--- src/rtl/core/sha1mh_pkg.sv ---
// ----------------------------------------------------------------------------
// SHA-1 message hasher package
// Types, constants and round functions shared by the hasher modules.
// ----------------------------------------------------------------------------
package sha1mh_pkg;

   typedef logic [31:0]         word_type;
   typedef word_type [4:0]      chain_type;
   typedef word_type [15:0]     block_type;
   typedef logic [6:0]          round_type;
   typedef logic [60:0]         total_type;
   typedef logic [2:0]          word_idx_type;

   localparam chain_type INIT_CHAIN = '{
      32'hC3D2E1F0, 32'h10325476, 32'h98BADCFE, 32'hEFCDAB89, 32'h67452301
   };

   localparam word_type K_ROUND0 = 32'h5A827999;
   localparam word_type K_ROUND1 = 32'h6ED9EBA1;
   localparam word_type K_ROUND2 = 32'h8F1BBCDC;
   localparam word_type K_ROUND3 = 32'hCA62C1D6;

   localparam round_type PHASE1_START = 7'd20;
   localparam round_type PHASE2_START = 7'd40;
   localparam round_type PHASE3_START = 7'd60;
   localparam round_type LAST_ROUND   = 7'd79;

   localparam logic [7:0]   PAD_MARKER    = 8'h80;
   localparam logic [5:0]   LENGTH_OFFSET = 6'd56;
   localparam logic [5:0]   LAST_BYTE_POS = 6'd63;
   localparam word_idx_type LAST_WORD_IDX = 3'd4;

   typedef enum logic [2:0] {
      ST_IDLE,
      ST_HASH_DATA,
      ST_PAD_FIRST,
      ST_HASH_PAD,
      ST_PAD_LEN,
      ST_EMIT
   } hasher_state_type;

   typedef struct packed {
      logic start;
      logic reinit;
   } engine_ctl_type;

   typedef struct packed {
      logic done;
   } engine_status_type;

   function automatic word_type round_const(input round_type rnd);
      word_type k;
      if (rnd < PHASE1_START) begin
         k = K_ROUND0;
      end else if (rnd < PHASE2_START) begin
         k = K_ROUND1;
      end else if (rnd < PHASE3_START) begin
         k = K_ROUND2;
      end else begin
         k = K_ROUND3;
      end
      return k;
   endfunction

   function automatic word_type round_mix(input round_type rnd, input word_type b,
                                          input word_type c, input word_type d);
      word_type f;
      if (rnd < PHASE1_START) begin
         f = (b & c) | (~b & d);
      end else if (rnd >= PHASE2_START && rnd < PHASE3_START) begin
         f = (b & c) | (b & d) | (c & d);
      end else begin
         f = b ^ c ^ d;
      end
      return f;
   endfunction

endpackage

--- src/rtl/core/sha1mh_round_engine.sv ---
// ----------------------------------------------------------------------------
// SHA-1 round engine
// Runs the 80 compression rounds one per cycle and folds into the chain.
// ----------------------------------------------------------------------------
module sha1mh_round_engine (
   input  logic                          clock,
   input  logic                          reset,
   input  sha1mh_pkg::engine_ctl_type    ctl,
   input  sha1mh_pkg::block_type         block,
   output sha1mh_pkg::engine_status_type status,
   output sha1mh_pkg::chain_type         chain
);
   import sha1mh_pkg::*;

   chain_type chain_ff, chain_in;
   chain_type work_ff, work_in;
   block_type window_ff, window_in;
   round_type rnd_ff, rnd_in;
   logic      running_ff, running_in;
   logic      fold_ff, fold_in;

   word_type  temp_sum;
   word_type  sched_new;

   // Work word 0 is a, word 4 is e. The window holds the next 16 schedule words.
   always_comb begin
      temp_sum = {work_ff[0][26:0], work_ff[0][31:27]}
               + round_mix(rnd_ff, work_ff[1], work_ff[2], work_ff[3])
               + work_ff[4] + round_const(rnd_ff) + window_ff[0];
      sched_new = window_ff[13] ^ window_ff[8] ^ window_ff[2] ^ window_ff[0];
      sched_new = {sched_new[30:0], sched_new[31]};
   end

   always_comb begin
      chain_in   = chain_ff;
      work_in    = work_ff;
      window_in  = window_ff;
      rnd_in     = rnd_ff;
      running_in = running_ff;
      fold_in    = 1'b0;
      if (ctl.start) begin
         work_in    = chain_ff;
         window_in  = block;
         rnd_in     = '0;
         running_in = 1'b1;
      end else if (running_ff) begin
         work_in[0] = temp_sum;
         work_in[1] = work_ff[0];
         work_in[2] = {work_ff[1][1:0], work_ff[1][31:2]};
         work_in[3] = work_ff[2];
         work_in[4] = work_ff[3];
         for (int i = 0; i < 15; i++) begin
            window_in[i] = window_ff[i + 1];
         end
         window_in[15] = sched_new;
         rnd_in = rnd_ff + 7'd1;
         if (rnd_ff == LAST_ROUND) begin
            running_in = 1'b0;
            fold_in    = 1'b1;
         end
      end
      if (fold_ff) begin
         for (int i = 0; i < 5; i++) begin
            chain_in[i] = chain_ff[i] + work_ff[i];
         end
      end
      if (ctl.reinit) begin
         chain_in = INIT_CHAIN;
      end
   end

   always_ff @(posedge clock) begin
      if (reset) begin
         chain_ff   <= INIT_CHAIN;
         running_ff <= 1'b0;
         fold_ff    <= 1'b0;
      end else begin
         chain_ff   <= chain_in;
         running_ff <= running_in;
         fold_ff    <= fold_in;
      end
      work_ff   <= work_in;
      window_ff <= window_in;
      rnd_ff    <= rnd_in;
   end

   assign status.done = fold_ff;
   assign chain       = chain_ff;

endmodule

--- src/rtl/core/sha1_message_hasher.sv ---
// ----------------------------------------------------------------------------
// SHA-1 message hasher
// Streaming SHA-1 over a byte stream; emits five digest words per message.
// ----------------------------------------------------------------------------
// Message bytes arrive one item at a time and are packed big-endian into a
// 16-word block buffer. A byte that does not complete a block leaves the
// hasher idle, so bytes can stream back to back. The item that carries the
// 64th byte of a block holds the input off while the round engine is
// launched, its single shared round adder runs the rounds one per cycle,
// and the result is folded into the chaining words.
// An item with end_of_message set (with or without a byte) starts padding:
// the marker byte 0x80, zeros and the 64-bit bit length fill one or, when
// fewer than nine bytes are free, two final blocks, each hashed the same
// way. The five digest words then leave on the result channel, word 0
// first, with last_word set on the fifth; the input stays stalled until
// that word is taken, after which the chaining words and the byte count
// are back at their initial values for the next message.
// An item with neither a byte nor end_of_message is taken and changes nothing.
module sha1_message_hasher (
   input  logic                   clock,
   input  logic                   reset,
   input  logic                   req_valid,
   output logic                   req_stall,
   input  logic [7:0]             req_message_byte,
   input  logic                   req_byte_present,
   input  logic                   req_end_of_message,
   output logic                   rsp_valid,
   input  logic                   rsp_stall,
   output sha1mh_pkg::word_type   rsp_digest_word,
   output logic                   rsp_last_word
);
   import sha1mh_pkg::*;

   hasher_state_type  state_ff, state_in;
   block_type         block_ff, block_in;
   total_type         total_ff, total_in;
   word_idx_type      word_idx_ff, word_idx_in;
   logic              pend_eom_ff, pend_eom_in;
   logic              extra_ff, extra_in;
   logic              launched_ff, launched_in;

   engine_ctl_type    engine_ctl;
   engine_status_type engine_status;
   chain_type         chain;

   logic              req_accept;
   logic [5:0]        fill_pos;
   logic [63:0]       length_bits;

   assign req_accept  = req_valid && !req_stall;
   assign fill_pos    = total_ff[5:0];
   assign length_bits = {total_ff, 3'b000};

   sha1mh_round_engine u_engine (
      .clock  (clock),
      .reset  (reset),
      .ctl    (engine_ctl),
      .block  (block_ff),
      .status (engine_status),
      .chain  (chain)
   );

   // Next state.
   always_comb begin
      state_in = state_ff;
      case (state_ff)
         ST_IDLE: begin
            if (req_accept) begin
               if (req_byte_present && fill_pos == LAST_BYTE_POS) begin
                  state_in = ST_HASH_DATA;
               end else if (req_end_of_message) begin
                  state_in = ST_PAD_FIRST;
               end
            end
         end
         ST_HASH_DATA: begin
            if (engine_status.done) begin
               state_in = pend_eom_ff ? ST_PAD_FIRST : ST_IDLE;
            end
         end
         ST_PAD_FIRST: begin
            state_in = ST_HASH_PAD;
         end
         ST_HASH_PAD: begin
            if (engine_status.done) begin
               state_in = extra_ff ? ST_PAD_LEN : ST_EMIT;
            end
         end
         ST_PAD_LEN: begin
            state_in = ST_HASH_PAD;
         end
         ST_EMIT: begin
            if (!rsp_stall && word_idx_ff == LAST_WORD_IDX) begin
               state_in = ST_IDLE;
            end
         end
         default: begin
            state_in = ST_IDLE;
         end
      endcase
   end

   // Outputs and engine control.
   always_comb begin
      req_stall         = (state_ff != ST_IDLE);
      rsp_valid         = (state_ff == ST_EMIT);
      rsp_last_word     = (word_idx_ff == LAST_WORD_IDX);
      engine_ctl.start  = (state_ff == ST_HASH_DATA || state_ff == ST_HASH_PAD)
                          && !launched_ff;
      engine_ctl.reinit = (state_ff == ST_EMIT) && !rsp_stall
                          && (word_idx_ff == LAST_WORD_IDX);
      case (word_idx_ff)
         3'd0:    rsp_digest_word = chain[0];
         3'd1:    rsp_digest_word = chain[1];
         3'd2:    rsp_digest_word = chain[2];
         3'd3:    rsp_digest_word = chain[3];
         default: rsp_digest_word = chain[4];
      endcase
   end

   // Block buffer, byte count and bookkeeping.
   always_comb begin
      logic [5:0] byte_pos;
      block_in    = block_ff;
      total_in    = total_ff;
      word_idx_in = word_idx_ff;
      pend_eom_in = pend_eom_ff;
      extra_in    = extra_ff;
      launched_in = launched_ff;
      byte_pos    = '0;

      // The round engine is launched once per block and rearmed when it folds.
      if (engine_ctl.start) begin
         launched_in = 1'b1;
      end else if (engine_status.done) begin
         launched_in = 1'b0;
      end

      case (state_ff)
         ST_IDLE: begin
            if (req_accept && req_byte_present) begin
               for (int i = 0; i < 16; i++) begin
                  for (int l = 0; l < 4; l++) begin
                     byte_pos = 6'(4 * i + l);
                     if (byte_pos == fill_pos) begin
                        block_in[i][8 * (3 - l) +: 8] = req_message_byte;
                     end
                  end
               end
               total_in    = total_ff + 61'd1;
               pend_eom_in = req_end_of_message;
            end
         end
         ST_PAD_FIRST: begin
            for (int i = 0; i < 16; i++) begin
               for (int l = 0; l < 4; l++) begin
                  byte_pos = 6'(4 * i + l);
                  if (byte_pos == fill_pos) begin
                     block_in[i][8 * (3 - l) +: 8] = PAD_MARKER;
                  end else if (byte_pos > fill_pos) begin
                     block_in[i][8 * (3 - l) +: 8] = 8'h00;
                  end
               end
            end
            // The length fits behind the marker unless it landed in the last eight bytes.
            if (fill_pos < LENGTH_OFFSET) begin
               block_in[14] = length_bits[63:32];
               block_in[15] = length_bits[31:0];
            end
            extra_in = (fill_pos >= LENGTH_OFFSET);
         end
         ST_PAD_LEN: begin
            for (int i = 0; i < 14; i++) begin
               block_in[i] = '0;
            end
            block_in[14] = length_bits[63:32];
            block_in[15] = length_bits[31:0];
            extra_in     = 1'b0;
         end
         ST_EMIT: begin
            if (!rsp_stall) begin
               if (word_idx_ff == LAST_WORD_IDX) begin
                  word_idx_in = '0;
                  total_in    = '0;
                  pend_eom_in = 1'b0;
               end else begin
                  word_idx_in = word_idx_ff + 3'd1;
               end
            end
         end
         default: begin
         end
      endcase
   end

   always_ff @(posedge clock) begin
      if (reset) begin
         state_ff    <= ST_IDLE;
         total_ff    <= '0;
         word_idx_ff <= '0;
         pend_eom_ff <= 1'b0;
         extra_ff    <= 1'b0;
         launched_ff <= 1'b0;
      end else begin
         state_ff    <= state_in;
         total_ff    <= total_in;
         word_idx_ff <= word_idx_in;
         pend_eom_ff <= pend_eom_in;
         extra_ff    <= extra_in;
         launched_ff <= launched_in;
      end
      block_ff <= block_in;
   end

endmodule

--- config.mk ---
export PLATFORM = sky130hd
export DESIGN_NAME = sha1_message_hasher
export DESIGN_NICKNAME = d
export VERILOG_FILES = /design/src/rtl/core/sha1mh_pkg.sv /design/src/rtl/core/sha1mh_round_engine.sv /design/src/rtl/core/sha1_message_hasher.sv
export SDC_FILE = /design/constraint.sdc
export NUM_CORES = 2
export LEC_CHECK = 0
export ABC_AREA = 1
export BUFFER_PORTS_ARGS = -buffer_cell sky130_fd_sc_hd__buf_2
export CAP_MARGIN = 25
export CELL_PAD_IN_SITES_DETAIL_PLACEMENT = 1
export CELL_PAD_IN_SITES_GLOBAL_PLACEMENT = 2
export CORE_MARGIN = 2
export CORE_UTILIZATION = 30
export DETAILED_ROUTE_END_ITERATION = 8
export PLACE_DENSITY_LB_ADDON = 0.1
export SLEW_MARGIN = 20
export SYNTH_ARGS = -nofsm -noshare
export SYNTH_HDL_FRONTEND = slang
export SYNTH_SLANG_ARGS = --single-unit
--- constraint.sdc ---
create_clock -name clock -period 23.6 [get_ports clock]
set_input_delay 0 -clock clock [delete_from_list [all_inputs] [get_ports clock]]
set_output_delay 0 -clock clock [all_outputs]
set_load 0.005 [all_outputs]
### Yosys cells after proc, flatten, opt, wreduce, memory -nomap -nowiden

Index checks and enable logic that the tools add are counted.

* register bits after elaboration: 1423
* bits in latches: 0
* word-level logic and storage cells: 727
* ROM bits: 0
* RAM bits: 0
* output and inout port bits: 35
* memories kept: 0

* add/sub/neg operators: 12
* shift operators: 0
* mux-type cells: 230
* eq/ne operators: 210
* reduce and logical (&&, ||, !) cells: 91
* bitwise logic cells: 15
* multipliers: 0
* divide/modulo/power cells: 0
* order comparisons: 70

Operators with widths (number)
* 512-bit 2-to-1 mux: 3
* 8-bit 2-to-1 mux: 192
* 512-bit one-hot mux with 3 select lines: 1
* 160-bit 2-to-1 mux: 2
* 32-bit adder: 9
* 4-bit AND reduction: 65
* 6-bit equality test, first input constant: 32
* 6-bit greater-than comparator, first input constant: 32
* 61-bit 2-to-1 mux: 3
* 3-bit != test, second input constant: 57
* 32-bit XOR: 5
* 2-bit != test, second input constant: 67
* 32-bit AND: 4
* 32-bit 2-to-1 mux: 4
* 32-bit one-hot mux with 4 select lines: 1
* 61-bit one-hot mux with 2 select lines: 1
* 5-bit by 6-bit equality test with 1-bit output, first input constant: 16
* 5-bit by 6-bit greater-than comparator with 1-bit output, first input constant: 16
* 32-bit OR: 3
* 64-bit 2-to-1 mux: 1
* 61-bit by 1-bit adder with 61-bit output, second input constant: 1
* 4-bit by 6-bit equality test with 1-bit output, first input constant: 8
* 4-bit by 6-bit greater-than comparator with 1-bit output, first input constant: 8
* 4-bit != test, second input constant: 8
* 38 further kinds: 89

### Depth between registers and ports, before layout

* word-level depth: 11
* depth in mapped cells: 26
* gate-level depth less buffers: 25

### Modules after synthesis

From an unflattened synthesis, not the netlist that was laid out.

* cell total of the unflattened synthesis: 8466
* area total of the unflattened synthesis: 74631.6 um2

Modules (own cells, without submodules)
* sha1mh_round_engine: area each 51505.6 um2, times used 1, cells each 6543, sequential area each 23562.6 um2
* sha1_message_hasher: area each 23125.9 um2, times used 1, cells each 1923, sequential area each 16776.1 um2

### Worst setup path after synthesis

OpenSTA, ideal clock, no wires.

* kind: reg2reg
* from: reg state_ff[0]
* to: reg u_engine.window_ff[0] (netlist bit) (enable)
* slack: 6.817 ns
* path buffers: 2
* arrival: 12.083 ns
* stages on the path, launching flop included: 9
* clock period less this slack: 16.783 ns
* setup time: 4.700 ns
* cells stage by stage: dfxtp_1 > inv_1 > nor2_1 > inv_2 > nor2_2 > inv_1 > clkbuf_1 > clkbuf_1 > nand2_1

* longest elaborated chain between the ends: 4
* elaborated cells between the ends (all ways): 5
* those cells by class: 2 x eq/ne; 3 x reduce/logical

RTL lines
* start, declared: RTL line sha1_message_hasher.sv:34 `hasher_state_type state_ff, state_in;`
* start signal, assigned: RTL line sha1_message_hasher.sv:205 `state_ff <= state_in;`
* 3-bit by 1-bit equality test with 1-bit output or 3-bit by 2-bit equality test with 1-bit output (tied branches): RTL line sha1_message_hasher.sv:108 `engine_ctl.start = (state_ff == ST_HASH_DATA || state_ff == ST_HASH_PAD)`
* 1-bit logical OR (*): RTL line sha1_message_hasher.sv:108
* 1-bit logical AND (*): RTL line sha1_message_hasher.sv:109 `&& !launched_ff;`
* 2-bit nonzero test (no source line) (*)
* end signal, assigned: RTL line sha1mh_round_engine.sv:83 `window_ff <= window_in;`
* end, declared: RTL line sha1mh_round_engine.sv:17 `block_type window_ff, window_in;`

Mark *: on every way between the ends. The rest lies on a longest branch, timed or not.
A chain may end at the register's enable or synchronous reset.

==> impl_results.rst <==
.. list-table::
   :header-rows: 1

   * - Metric
     - Value
   * - Result of the run
     - finished, final reports clean
   * - Area growth, synth to finish
     - 13.5%
   * - Pin count of the biggest net entering global routing
     - 184
   * - Worst r2r dst
     - u_engine.work_ff[27]
   * - Number of distinct standard cells referenced by the synthesized netlist
     - 50
   * - Setup Skew
     - 0.0625 ns
   * - Area of the mapped netlist
     - 0.0741 mm2
   * - Kind of cell with the highest combined delay on the critical path
     - simple AND/OR/NAND/NOR gates
   * - Internal reg-to-reg setup slack
     - 17.34 ns
   * - Final setup vio count
     - 0
   * - HPWL after detailed placement
     - 234 mm
   * - Area share of the largest cell type after synthesis
     - 0.480
   * - Endpoint kind of the worst setup timing path
     - flip-flop
   * - Routed wire length per instance
     - 26.8 um
   * - Wire length of the first global-routing pass
     - 446 mm
   * - Via count of the first global-routing pass
     - 60782
   * - Max-cap violations
     - 0
   * - Total Wirelength
     - 313 mm
   * - Total of cells resized after clock tree synthesis
     - 0
   * - Highest-delay cell along the critical path
     - sky130_fd_sc_hd__nor2_1
   * - Global routing usage summed across all routing layers
     - 0.247
   * - Critical R2R Launch
     - u_engine.rnd_ff[3]
   * - Startpoint of the tightest hold check path
     - reset
   * - Most frequent cell after synthesis
     - sky130_fd_sc_hd__nand2_1
   * - Die outline area
     - 0.251 mm2
   * - Data arrival time of the critical path
     - 6.84 ns
   * - Buffer cell driving the clock tree root
     - sky130_fd_sc_hd__clkbuf_16
   * - Antenna Violating Nets Remaining
     - 0
   * - Num rows
     - 182
   * - Clock transition at the registers of the reported paths
     - 0.06 ns
   * - Final Hold Violating Endpoints
     - 0
   * - Crit path cell chain
     - nand2_1 -> nand3_1 -> buf_4 -> inv_1 -> nor2_1 -> fa_1 -> fa_1 -> inv_1 -> fa_1 -> inv_1 -> ha_1 -> nand2_1 -> nor2_1 -> nand4_1 -> o21ai_0 -> nand4_1 -> nand2_1 -> nand2_1 -> nand3_1 -> nand2_1
   * - Cell types occupying the most area after synthesis
     - sky130_fd_sc_hd__edfxtp_1 (48%), sky130_fd_sc_hd__nand2_1 (15%), sky130_fd_sc_hd__dfxtp_1 (6.5%)
   * - Antenna violations before repair
     - 14
   * - Net count of the mapped netlist
     - 8639
   * - # port buffers
     - 48
   * - Global route overflow
     - 0
   * - Top cells by count, synth
     - sky130_fd_sc_hd__nand2_1 (2949), sky130_fd_sc_hd__edfxtp_1 (1184), sky130_fd_sc_hd__inv_1 (792)
   * - # clock sinks
     - 1423
   * - Fraction of final layout cells with drive strength greater than 1
     - 0.0585
   * - I/O pin count
     - 49
   * - Number of storage elements in the synthesis netlist
     - 1423
   * - Vias per std cell
     - 5.00
   * - Share of synthesized registers carrying an async set or reset
     - 0
   * - Vertical extent of the die
     - 501 um
   * - Net count of the finished layout
     - 8699
   * - Unrepaired setup endpoints after global routing
     - no
   * - Vias
     - 58474
   * - Required time of the critical path
     - 24.17 ns
   * - Number of enable flip-flop cells after synthesis
     - 1184
   * - Tightest Pin Transition
     - 1.12 ns
   * - DRC Markers
     - 0
   * - Number of H-tree levels
     - 4
   * - Synth Warn #
     - 0
   * - Maximum frequency from static timing analysis
     - 160 MHz
   * - Most prevalent standard cell on the critical path
     - sky130_fd_sc_hd__nand2_1
   * - DRC marker count from the first detailed-route iteration
     - 3989
   * - Leading area contributor after synthesis
     - sky130_fd_sc_hd__edfxtp_1
   * - Detailed-router iteration count before antenna repair
     - 7
   * - Critical path launch point type
     - flip-flop
   * - CTS Buffer Depth
     - 3
   * - Number of buffers created by CTS
     - 173
   * - Final weighted congestion in routability-driven placement
     - 0.911
   * - Path type of the worst min-delay path
     - in -> reg
   * - Clock period minus worst slack
     - 6.26 ns
   * - Cell depth of the worst flop-to-flop path
     - 20
   * - Endpoint of the worst hold-timing path
     - total_ff[60]
   * - Crit. Startpoint
     - u_engine.rnd_ff[3]
   * - Number of cells produced by synthesis
     - 8272
   * - Skew-Pair Late Insertion Delay
     - 0.86 ns
   * - Initial cell density of the core
     - 0.301
   * - Area of the core
     - 0.246 mm2
   * - Fraction of the yosys area taken by sequential cells
     - 0.545
   * - Syn_area_per_cell
     - 8.95 um2
   * - Ratio of final minimum period to clock period
     - 0.265
   * - Hold Crit Depth
     - 4
   * - Count of buffering cells on the critical path with inverters included
     - 4
   * - TritonCTS clock tree
     - done
   * - Pins over their slew limit
     - 0
   * - Slowest Stage Delay on Critical Path
     - 0.84 ns
   * - Main flop type after synthesis
     - sky130_fd_sc_hd__edfxtp_1
   * - Die width
     - 501 um
   * - Top fanout value on the critical path
     - 25
   * - # Post-CTS Setup Buffers
     - 0
   * - Post-Route Setup TNS
     - 0 ns
   * - Start-to-end type of the worst setup path
     - reg -> reg
   * - Slew margin rel.
     - 0.250
worst max-delay path by stage:
| stage | endpoint | slack [ns] | depth (start not counted) |
|---|---|---|---|
| after floorplan | u_engine.window_ff[0] | 6.82 | 8 |
| after CTS | u_engine.work_ff[27] | 17.33 | 20 |
| final | u_engine.work_ff[27] | 17.34 | 20 |
| after global placement | u_engine.work_ff[27] | 17.32 | 20 |
| after global routing | u_engine.work_ff[27] | 16.96 | 20 |
| after detailed placement | u_engine.work_ff[27] | 17.35 | 20 |
repair_timing:
item,CTS,global route
setup endpoints to repair,0,0
hold buffers,19,0
endpoints found under the hold margin,212,0
cell families (layout without fill, tap and decap cells):
kind of cell    after synthesis  in the layout  synth area share
compound gates             1148           1148            0.0845
buf+inv                    1084           1287            0.0579
flops                      1423           1423             0.545
simple gates               4116           4116             0.223
other cells                   0              2                 0
fa+ha+maj                   353            353            0.0722
xor+xnor                    148            148            0.0175
state kept, by name, summed over array words and instances, names as in the netlist:
register             flops
block_ff               512
extra_ff                 1
launched_ff              1
pend_eom_ff              1
state_ff                 3
total_ff                61
u_engine.chain         160
u_engine.rnd_ff          7
u_engine.running_ff      1
u_engine.status          1
u_engine.window_ff     512
u_engine.work_ff       160
word_idx_ff              3
layer usage:
metal	vias up	global-route usage	routed length [um]
met5	-	0	13
met4	2	0.0951	13200
met3	391	0.0282	11700
met2	1220	0.430	154000
met1	29276	0.311	134000
li1	27585	-	-
per-stage QoR:
stage / utilization / cells / instance area, um2 / hold slack [ns] / worst slack, ns
detailed placement: 0.318 / 11355 / 78100 / 0.292 / 17.35
finish: 0.342 / 11697 / 84100 / 0.175 / 17.34
global placement: 0.317 / 11350 / 78000 / 0.288 / 17.32
floorplan: - / 8272 / 74100 / 0.148 / 6.82
CTS: 0.342 / 11692 / 84100 / 0.114 / 17.33
global route: 0.342 / 11696 / 84100 / 0.166 / 16.96
cell usage in the layout (no fill, tap or decap), types with 39 or more instances in the layout:
| cell | netlist | layout |
|---|---|---|
| sky130_fd_sc_hd__nor2_1 | 566 | 563 |
| sky130_fd_sc_hd__nand4_1 | 98 | 98 |
| sky130_fd_sc_hd__buf_4 | 6 | 92 |
| sky130_fd_sc_hd__xor2_1 | 45 | 45 |
| sky130_fd_sc_hd__clkbuf_16 | 0 | 173 |
| sky130_fd_sc_hd__xnor2_1 | 103 | 103 |
| sky130_fd_sc_hd__edfxtp_1 | 1184 | 1184 |
| sky130_fd_sc_hd__inv_1 | 792 | 782 |
| sky130_fd_sc_hd__a221oi_1 | 39 | 39 |
| sky130_fd_sc_hd__dfxtp_1 | 239 | 238 |
| sky130_fd_sc_hd__buf_2 | 157 | 49 |
| sky130_fd_sc_hd__o21ai_0 | 445 | 445 |
| sky130_fd_sc_hd__nand3_1 | 307 | 306 |
| sky130_fd_sc_hd__nor3_1 | 120 | 119 |
| sky130_fd_sc_hd__ha_1 | 229 | 229 |
| sky130_fd_sc_hd__fa_1 | 124 | 124 |
| sky130_fd_sc_hd__a21oi_1 | 479 | 460 |
| sky130_fd_sc_hd__nand2_1 | 2949 | 2946 |
worst register-to-register path: stages, from the launching register on:
cell	delay, ns
sky130_fd_sc_hd__dfxtp_1	0.39
sky130_fd_sc_hd__nand2_1	0.09
sky130_fd_sc_hd__nand3_1	0.15
sky130_fd_sc_hd__buf_4	0.38
sky130_fd_sc_hd__inv_1	0.42
sky130_fd_sc_hd__nor2_1	0.85
sky130_fd_sc_hd__fa_1	0.60
sky130_fd_sc_hd__fa_1	0.52
sky130_fd_sc_hd__inv_1	0.06
sky130_fd_sc_hd__fa_1	0.52
sky130_fd_sc_hd__inv_1	0.06
sky130_fd_sc_hd__ha_1	0.34
sky130_fd_sc_hd__nand2_1	0.14
sky130_fd_sc_hd__nor2_1	0.23
sky130_fd_sc_hd__nand4_1	0.10
sky130_fd_sc_hd__o21ai_0	0.63
sky130_fd_sc_hd__nand4_1	0.22
sky130_fd_sc_hd__nand2_1	0.12
sky130_fd_sc_hd__nand2_1	0.06
sky130_fd_sc_hd__nand3_1	0.07
sky130_fd_sc_hd__nand2_1	0.06
final cells by class:
cell class                      count  area [um2]
Clock inverter                    109        1320
Timing Repair Buffer              168        1280
Tap cell                         3220        4030
Clock buffer                      209        4500
Antenna cell                        2        5.00
Sequential cell                  1423       40300
Inverter                          801        3020
Fill cell                       28252      162000
Multi-Input combinational cell   5765       29600
Power is not shown: default switching activity piles up to over one toggle a cycle in this logic, so the estimate is an artifact.
